`config.mk`:
```
export PLATFORM = sky130hd
export DESIGN_NAME = priority_nonpreemptive_scheduler_core
export DESIGN_NICKNAME = d
export VERILOG_FILES = /design/src/psched_pkg.sv /design/src/priority_nonpreemptive_scheduler_core.sv /design/src/psched_cell.sv
export SDC_FILE = /design/constraint.sdc
export NUM_CORES = 2
export LEC_CHECK = 0
export ABC_AREA = 1
export BUFFER_PORTS_ARGS = -buffer_cell sky130_fd_sc_hd__buf_2
export CORE_UTILIZATION = 30
export CTS_CLUSTER_DIAMETER = 120
export DETAILED_ROUTE_END_ITERATION = 10
export GPL_TIMING_DRIVEN = 0
export PLACE_DENSITY = 0.54
export SYNTH_ARGS = -nofsm -noshare
export SYNTH_HDL_FRONTEND = slang
export SYNTH_SLANG_ARGS = --single-unit
```
`constraint.sdc`:
```
create_clock -name clk -period 4.3 [get_ports clk]
set_input_delay 0.43 -clock clk [delete_from_list [all_inputs] [get_ports clk]]
set_output_delay 0.43 -clock clk [all_outputs]
set_load 0.01 [all_outputs]
```
`src/psched_pkg.sv`:
```
// Shared types and constants for the priority scheduler core.
package psched_pkg;

    localparam int ID_W   = 8;
    localparam int TICK_W = 16;
    localparam int PRIO_W = 8;
    localparam int TIME_W = 21;

    localparam logic [TIME_W-1:0] TIME_MAX = {TIME_W{1'b1}};

    typedef struct packed {
        logic [ID_W-1:0]   job_id;
        logic [TICK_W-1:0] arrival;
        logic [TICK_W-1:0] burst;
        logic [PRIO_W-1:0] prio_level;
        logic              last_job;
    } job_in_t;

    typedef struct packed {
        logic [ID_W-1:0]   out_job_id;
        logic [TIME_W-1:0] completion;
        logic [TIME_W-1:0] waiting;
        logic [TIME_W-1:0] turnaround;
        logic              last_result;
    } result_t;

    // One stored job as held in a cell.
    typedef struct packed {
        logic [ID_W-1:0]   id;
        logic [TICK_W-1:0] arrival;
        logic [TICK_W-1:0] burst;
        logic [PRIO_W-1:0] prio;
    } job_t;

    // Best job seen so far as it walks down the chain.
    typedef struct packed {
        logic found;
        job_t job;
    } cand_t;

    // Broadcast controls from the sequencer to every cell.
    typedef struct packed {
        logic load_en;
        logic take_en;
        logic clear_taken;
    } cell_ctl_t;

endpackage

```
`src/priority_nonpreemptive_scheduler_core.sv`:
```
// Nonpreemptive priority scheduler: job store as a chain of cells plus the timing sequencer.
// Jobs load at one per cycle into a row of MAX_JOBS cells. The item marked last_job, or the
// item that fills the row, closes the batch; no job is taken while its results are produced.
// For each result, a best-so-far candidate walks the cell chain one cell per cycle (ties to
// earlier arrival, then lower load order); then completion, turnaround and waiting time are
// computed in that order. Completion time saturates at 2097151. The last result may wait in
// the output register while the next batch loads.
module priority_nonpreemptive_scheduler_core #(
    parameter int MAX_JOBS = 16
) (
    input  logic                clk,
    input  logic                rst_n,
    input  logic                job_valid,
    output logic                job_stall,
    input  psched_pkg::job_in_t job_data,
    output logic                res_valid,
    input  logic                res_stall,
    output psched_pkg::result_t res_data
);
    import psched_pkg::*;

    localparam int IDX_W = (MAX_JOBS > 1) ? $clog2(MAX_JOBS) : 1;
    localparam int CNT_W = $clog2(MAX_JOBS + 1);

    typedef enum logic [2:0] {
        ST_LOAD,
        ST_SCAN,
        ST_CALC_DONE,
        ST_CALC_TURN,
        ST_EMIT
    } state_t;

    state_t            state_reg;
    logic [CNT_W-1:0]  count_reg;
    logic [CNT_W-1:0]  scan_cnt_reg;
    logic [CNT_W-1:0]  produced_reg;
    logic [TIME_W-1:0] clock_reg;
    logic              res_valid_reg;
    result_t           res_data_reg;

    job_t              sel_job_reg;
    logic [TIME_W-1:0] done_reg;
    logic [TIME_W-1:0] turn_reg;

    cand_t             chain [MAX_JOBS+1];
    logic [IDX_W-1:0]  chain_idx [MAX_JOBS+1];
    cell_ctl_t         ctl;
    job_t              load_job;

    logic              job_fire;
    logic              scan_end;
    logic              out_free;
    logic              emit_fire;
    logic              batch_end;
    logic              last_out;
    logic [CNT_W-1:0]  count_inc;
    logic [TIME_W-1:0] arr_ext;
    logic [TIME_W-1:0] burst_ext;
    logic [TIME_W-1:0] start_time;
    logic [TIME_W:0]   done_sum;
    logic [TIME_W-1:0] wait_time;

    assign job_stall = (state_reg != ST_LOAD);
    assign job_fire  = job_valid && !job_stall;
    assign count_inc = count_reg + CNT_W'(1);
    assign batch_end = job_data.last_job || (count_inc == CNT_W'(MAX_JOBS));

    assign scan_end  = (state_reg == ST_SCAN) && (scan_cnt_reg == CNT_W'(MAX_JOBS));
    assign out_free  = !res_valid_reg || !res_stall;
    assign emit_fire = (state_reg == ST_EMIT) && out_free;
    assign last_out  = ((produced_reg + CNT_W'(1)) == count_reg);

    assign load_job.id      = job_data.job_id;
    assign load_job.arrival = job_data.arrival;
    assign load_job.burst   = job_data.burst;
    assign load_job.prio    = job_data.prio_level;

    assign ctl.load_en     = job_fire;
    assign ctl.take_en     = scan_end;
    assign ctl.clear_taken = emit_fire && last_out;

    assign chain[0]     = '0;
    assign chain_idx[0] = '0;

    for (genvar k = 0; k < MAX_JOBS; k++)
    begin : g_cell
        psched_cell #(
            .IDX   (k),
            .IDX_W (IDX_W),
            .CNT_W (CNT_W)
        ) u_cell (
            .clk          (clk),
            .rst_n        (rst_n),
            .ctl          (ctl),
            .load_slot    (count_reg[IDX_W-1:0]),
            .load_job     (load_job),
            .count        (count_reg),
            .take_idx     (chain_idx[MAX_JOBS]),
            .cand_in      (chain[k]),
            .cand_idx_in  (chain_idx[k]),
            .cand_out     (chain[k+1]),
            .cand_idx_out (chain_idx[k+1])
        );
    end

    // Timing arithmetic for the selected job.
    assign arr_ext    = TIME_W'(sel_job_reg.arrival);
    assign burst_ext  = TIME_W'(sel_job_reg.burst);
    assign start_time = (arr_ext > clock_reg) ? arr_ext : clock_reg;
    assign done_sum   = {1'b0, start_time} + {1'b0, burst_ext};
    assign wait_time  = (turn_reg >= burst_ext) ? (turn_reg - burst_ext) : '0;

    always_ff @(posedge clk or negedge rst_n)
    begin
        if (!rst_n)
        begin
            state_reg     <= ST_LOAD;
            count_reg     <= '0;
            scan_cnt_reg  <= '0;
            produced_reg  <= '0;
            clock_reg     <= '0;
            res_valid_reg <= 1'b0;
        end
        else
        begin
            if (emit_fire)
            begin
                res_valid_reg <= 1'b1;
            end
            else if (res_valid_reg && !res_stall)
            begin
                res_valid_reg <= 1'b0;
            end

            case (state_reg)
                ST_LOAD:
                begin
                    if (job_fire)
                    begin
                        count_reg <= count_inc;
                        if (batch_end)
                        begin
                            state_reg    <= ST_SCAN;
                            scan_cnt_reg <= '0;
                            produced_reg <= '0;
                            clock_reg    <= '0;
                        end
                    end
                end
                ST_SCAN:
                begin
                    if (scan_end)
                    begin
                        state_reg <= ST_CALC_DONE;
                    end
                    else
                    begin
                        scan_cnt_reg <= scan_cnt_reg + CNT_W'(1);
                    end
                end
                ST_CALC_DONE:
                begin
                    state_reg <= ST_CALC_TURN;
                end
                ST_CALC_TURN:
                begin
                    // advance the schedule clock to this job's completion
                    clock_reg <= done_reg;
                    state_reg <= ST_EMIT;
                end
                ST_EMIT:
                begin
                    if (out_free)
                    begin
                        produced_reg  <= produced_reg + CNT_W'(1);
                        if (last_out)
                        begin
                            state_reg <= ST_LOAD;
                            count_reg <= '0;
                            clock_reg <= '0;
                        end
                        else
                        begin
                            state_reg    <= ST_SCAN;
                            scan_cnt_reg <= '0;
                        end
                    end
                end
                default:
                begin
                    state_reg <= ST_LOAD;
                end
            endcase
        end
    end

    // Datapath registers, no reset needed.
    always_ff @(posedge clk)
    begin
        if (scan_end)
        begin
            sel_job_reg <= chain[MAX_JOBS].job;
        end
        if (state_reg == ST_CALC_DONE)
        begin
            // Saturate completion on overflow of the time range.
            done_reg <= done_sum[TIME_W] ? TIME_MAX : done_sum[TIME_W-1:0];
        end
        if (state_reg == ST_CALC_TURN)
        begin
            turn_reg <= (done_reg >= arr_ext) ? (done_reg - arr_ext) : '0;
        end
        if (emit_fire)
        begin
            res_data_reg.out_job_id  <= sel_job_reg.id;
            res_data_reg.completion  <= done_reg;
            res_data_reg.waiting     <= wait_time;
            res_data_reg.turnaround  <= turn_reg;
            res_data_reg.last_result <= last_out;
        end
    end

    assign res_valid = res_valid_reg;
    assign res_data  = res_data_reg;

endmodule

```
`src/psched_cell.sv`:
```
// One scheduler cell: holds a job, its taken bit, and one stage of the selection chain.
module psched_cell #(
    parameter int IDX   = 0,
    parameter int IDX_W = 4,
    parameter int CNT_W = 5
) (
    input  logic                  clk,
    input  logic                  rst_n,
    input  psched_pkg::cell_ctl_t ctl,
    input  logic [IDX_W-1:0]      load_slot,
    input  psched_pkg::job_t      load_job,
    input  logic [CNT_W-1:0]      count,
    input  logic [IDX_W-1:0]      take_idx,
    input  psched_pkg::cand_t     cand_in,
    input  logic [IDX_W-1:0]      cand_idx_in,
    output psched_pkg::cand_t     cand_out,
    output logic [IDX_W-1:0]      cand_idx_out
);
    import psched_pkg::*;

    job_t             job_reg;
    logic             taken_reg;
    logic             found_reg;
    job_t             cand_job_reg;
    logic [IDX_W-1:0] cand_idx_reg;

    logic active;
    logic better;

    assign active = (CNT_W'(IDX) < count) && !taken_reg;

    // Strict compares keep the earlier cell on a full tie.
    assign better = active &&
                    (!cand_in.found ||
                     (job_reg.prio > cand_in.job.prio) ||
                     ((job_reg.prio == cand_in.job.prio) &&
                      (job_reg.arrival < cand_in.job.arrival)));

    always_ff @(posedge clk or negedge rst_n)
    begin
        if (!rst_n)
        begin
            taken_reg <= 1'b0;
            found_reg <= 1'b0;
        end
        else
        begin
            found_reg <= better ? 1'b1 : cand_in.found;
            if (ctl.clear_taken)
            begin
                taken_reg <= 1'b0;
            end
            else if (ctl.take_en && (take_idx == IDX_W'(IDX)))
            begin
                taken_reg <= 1'b1;
            end
            else if (ctl.load_en && (load_slot == IDX_W'(IDX)))
            begin
                taken_reg <= 1'b0;
            end
        end
    end

    always_ff @(posedge clk)
    begin
        if (ctl.load_en && (load_slot == IDX_W'(IDX)))
        begin
            job_reg <= load_job;
        end
        cand_job_reg <= better ? job_reg : cand_in.job;
        cand_idx_reg <= better ? IDX_W'(IDX) : cand_idx_in;
    end

    assign cand_out.found = found_reg;
    assign cand_out.job   = cand_job_reg;
    assign cand_idx_out   = cand_idx_reg;

endmodule
```
==> flow_summary.ini <==
[timing]
fin_tns_setup_ps = 0
finalClockSkew_ps = 62.7
rsz0062_at_grt = false
finalCritPeriodShare_pct = 91.6
fin_crit_ps = 3940
hold_violations = 0
worst_pin_slew_ps = 1280
final_max_slew_viol_count = 0
fmax_mhz = 254
relSlewSlack_pct = 14.6
setup_viol = 0
holdWs_ps = 77.5
setup_slack_ps = 363

[status]
outcome = finished, final reports clean

[die]
rows = 178
initial_utilization_pct = 30.3
die-area_sq_um = 240000
die_h_microns = 490
core_area_sq_um = 236000
ioPinCount = 127
dieWidth_microns = 490

[global_routing]
grt_overflow = 0
grt_max_degree = 65
grt_first_pass_wirelength_mm = 259
antenna_found_initial = 3
grt_usage_pct = 13.8
grt_pass1_vias = 46736

[worst_setup_path]
regToRegEndpoint = done_reg[4]
reg2reg_from = arr_ext[10]
r2r_cells = 20
crit_path_frequent_cell = nand2_1
cp.required_ps = 4830
max_stage_delay_ps = 470
start_kind = flip-flop
r2r_setup_slack_ps = 360
endpoint = done_reg[4]
crit_fanout = 10
cp_data_arrival_time_ps = 4470
endpoint_kind = flip-flop
startpoint = arr_ext[10]
slowest_stage = edfxtp_1
path_cells = ha_1, nand2_1, nor2_1, nand4_1, nor3_4, nand4_4, nand2_4, clkbuf_4, nand2_1, nand2_1, ha_2, a21oi_2, nand2_2, a21boi_2, o21ai_2, nand2_1, nand2_1, nand2_1, buf_4, nand2_1
crit_type = reg2reg

[finish]
synthToLayoutAreaGrowth_pct = 16.1
filler_cell_count = 23399
layout.nets = 7845
layout.cells.non_filler = 10691
utilization_pct = 35.1
layout-drive-gt1-share_pct = 8.03
largest_reg_flops = 768
design_area_sq_um = 82900

[place]
numPortBuffers = 126
dp_hpwl_mm = 130
globalplace.congestion = 0.887
dp_cells = 10334
dp_slack_ps = -282
place_area_sq_um = 76500

[cts]
cts_tree = built
clk-insertion-delay-late_ps = 820
cts_root_buf = clkbuf_16
cts_max_level = 4
cts_buffers = 182
clk_pin_slew_worst_paths_ps = 60
cts_sinks = 1802
clk_path_buf_depth = 3

[yosys]
synth_edf_count = 922
synth_seq_cells = 1802
yosys.area_share.simple_pct = 19.5
synth_compound_area_share_pct = 3.36
synth_fp_nets = 7510
synthAdderAreaFrac_pct = 7.38
ys_top_cells_by_area = edfxtp_1 (39%), dfxtp_1 (23%), nand2_1 (11%), ha_1 (7.3%), nand3_1 (5.9%)
syn-cell-area_sq_um = 71400
yosysTopAreaCell = edfxtp_1
yosysTopAreaCellShare_pct = 38.8
synthXorXnorAreaFrac_pct = 0.417
synth_top_family_by_area = simple AND/OR/NAND/NOR gates
yosysWarningCount = 0
synth_cells = 7038
synth.avg_cell_area_sq_um = 10.1
synth_flop_cell = edfxtp_1
synthMuxAreaShare_pct = 0
seq_area_frac_synth_pct = 64.0
ys_types = 48
async_reset_ff_share_pct = 3.94

[detailed_routing]
routed_wl_mm = 167
wl_met3_mm = 5.64
routed_via_density = 4.33
top_layer = met4
dr.pass1.iters = 5
wl_per_cell_microns = 15.6
ant_nets = 0
drc = 0
wl_met1_mm = 75.0
wl_met2_mm = 79.3
drt_iter0_drc = 2239
vias = 46329

[power]
leakage_nw = 36.0
total_power_mw = 57.0
peakVddDrop_mv = 0.455
powerDensity_nw_per_um2 = 687

[hold_path]
min-delay-path-class = in2reg

[run]
max_cap_viol_count = 0
==> cells in the final DEF (no fill, tap or decap), drive strengths merged, types with 2 or more instances in the layout <==
master	instances
a211oi	2
a21boi	21
a21o	6
a21oi	243
a31o	2
a31oi	6
and3	4
buf	241
bufinv	13
clkbuf	407
clkinv	61
clkinvlp	9
dfrtp	71
dfxtp	809
diode	7
dlygate4sd3	2
edfxtp	922
fa	3
ha	416
inv	748
nand2	2185
nand3	841
nand3b	3
nand4	27
nor2	250
nor3	15
nor4	22
o211ai	4
o21a	31
o21ai	116
o21bai	2
or2	14
xnor2	9
xor2	25
==> critical path, delay by kind of cell (launching register included) <==
family                     cells  cell delay, ps
AOI/OAI and AO/OA              3             510
and+or+nand+nor               13            1630
buffers and inverters          2             410
adders and majority gates      2             650
DFF                            1             470
==> layer usage <==
layer,vias up,global-route usage [%]
met5,-,0
met4,0,6.22
met3,349,1.83
met2,928,23.9
met1,21197,17.2
li1,23855,-
==> logic make-up after synthesis <==
group	after synthesis
AO/OA/AOI/OAI	437
XOR/XNOR	34
adder cells (fa/ha/maj)	419
flip-flops	1802
buffers and inverters	985
AND/OR/NAND/NOR	3361
==> report_power, final <==
| group | internal [mW] | switching (mW) |
|---|---|---|
| logic | 5.37 | 10.7 |
| registers | 22.9 | 1.93 |
| clock network | 9.29 | 6.84 |
==> layout make-up <==
class	instances	area (sq um)	area share, %
inverters	740	2780	3.35
diodes	7	17.5	0.0211
multi-input cells	4251	22100	26.7
plain buffers	245	1050	1.27
flip-flops and latches	1802	45700	55.1
well taps	3150	3940	4.75
clock buffers	254	5160	6.22
repair buffers	151	1080	1.31
clock inverters	91	1120	1.35
==> how the worst min path moves through the flow <==
| stage | startpoint | end | depth (start not counted) |
|---|---|---|---|
| after floorplan | rst_n | clock_reg[0] | 0 |
| after global placement | g_cell[15].u_cell.cand_out[26] | arr_ext[2] | 0 |
| after detailed placement | g_cell[15].u_cell.cand_out[35] | arr_ext[11] | 0 |
| after CTS | job_data[44] | g_cell[3].u_cell.job_reg[43] | 1 |
| after global routing | job_data[15] | g_cell[0].u_cell.job_reg[14] | 1 |
| final | job_data[21] | g_cell[0].u_cell.job_reg[20] | 1 |
==> timing repair <==
| item | in CTS | in global routing |
|---|---|---|
| hold buffers | 2 | 0 |
| endpoints found under the setup margin | 20 | 21 |
| gates resized for setup | 7 | 11 |
| buffers inserted | 2 | 1 |
| hold endpoints to repair | 72 | 0 |
| pin swaps | 1 | 4 |
==> synthesized netlist by cell type, types with 26 or more instances <==
cell / instances
nand2_1: 2183
edfxtp_1: 922
nand3_1: 839
dfxtp_1: 809
inv_1: 717
ha_1: 416
nor2_1: 244
a21oi_1: 243
clkbuf_1: 152
o21ai_0: 109
buf_2: 72
dfrtp_1: 71
o21a_1: 31
nand4_1: 26
Note: power is estimated with default switching activity, not from simulation.
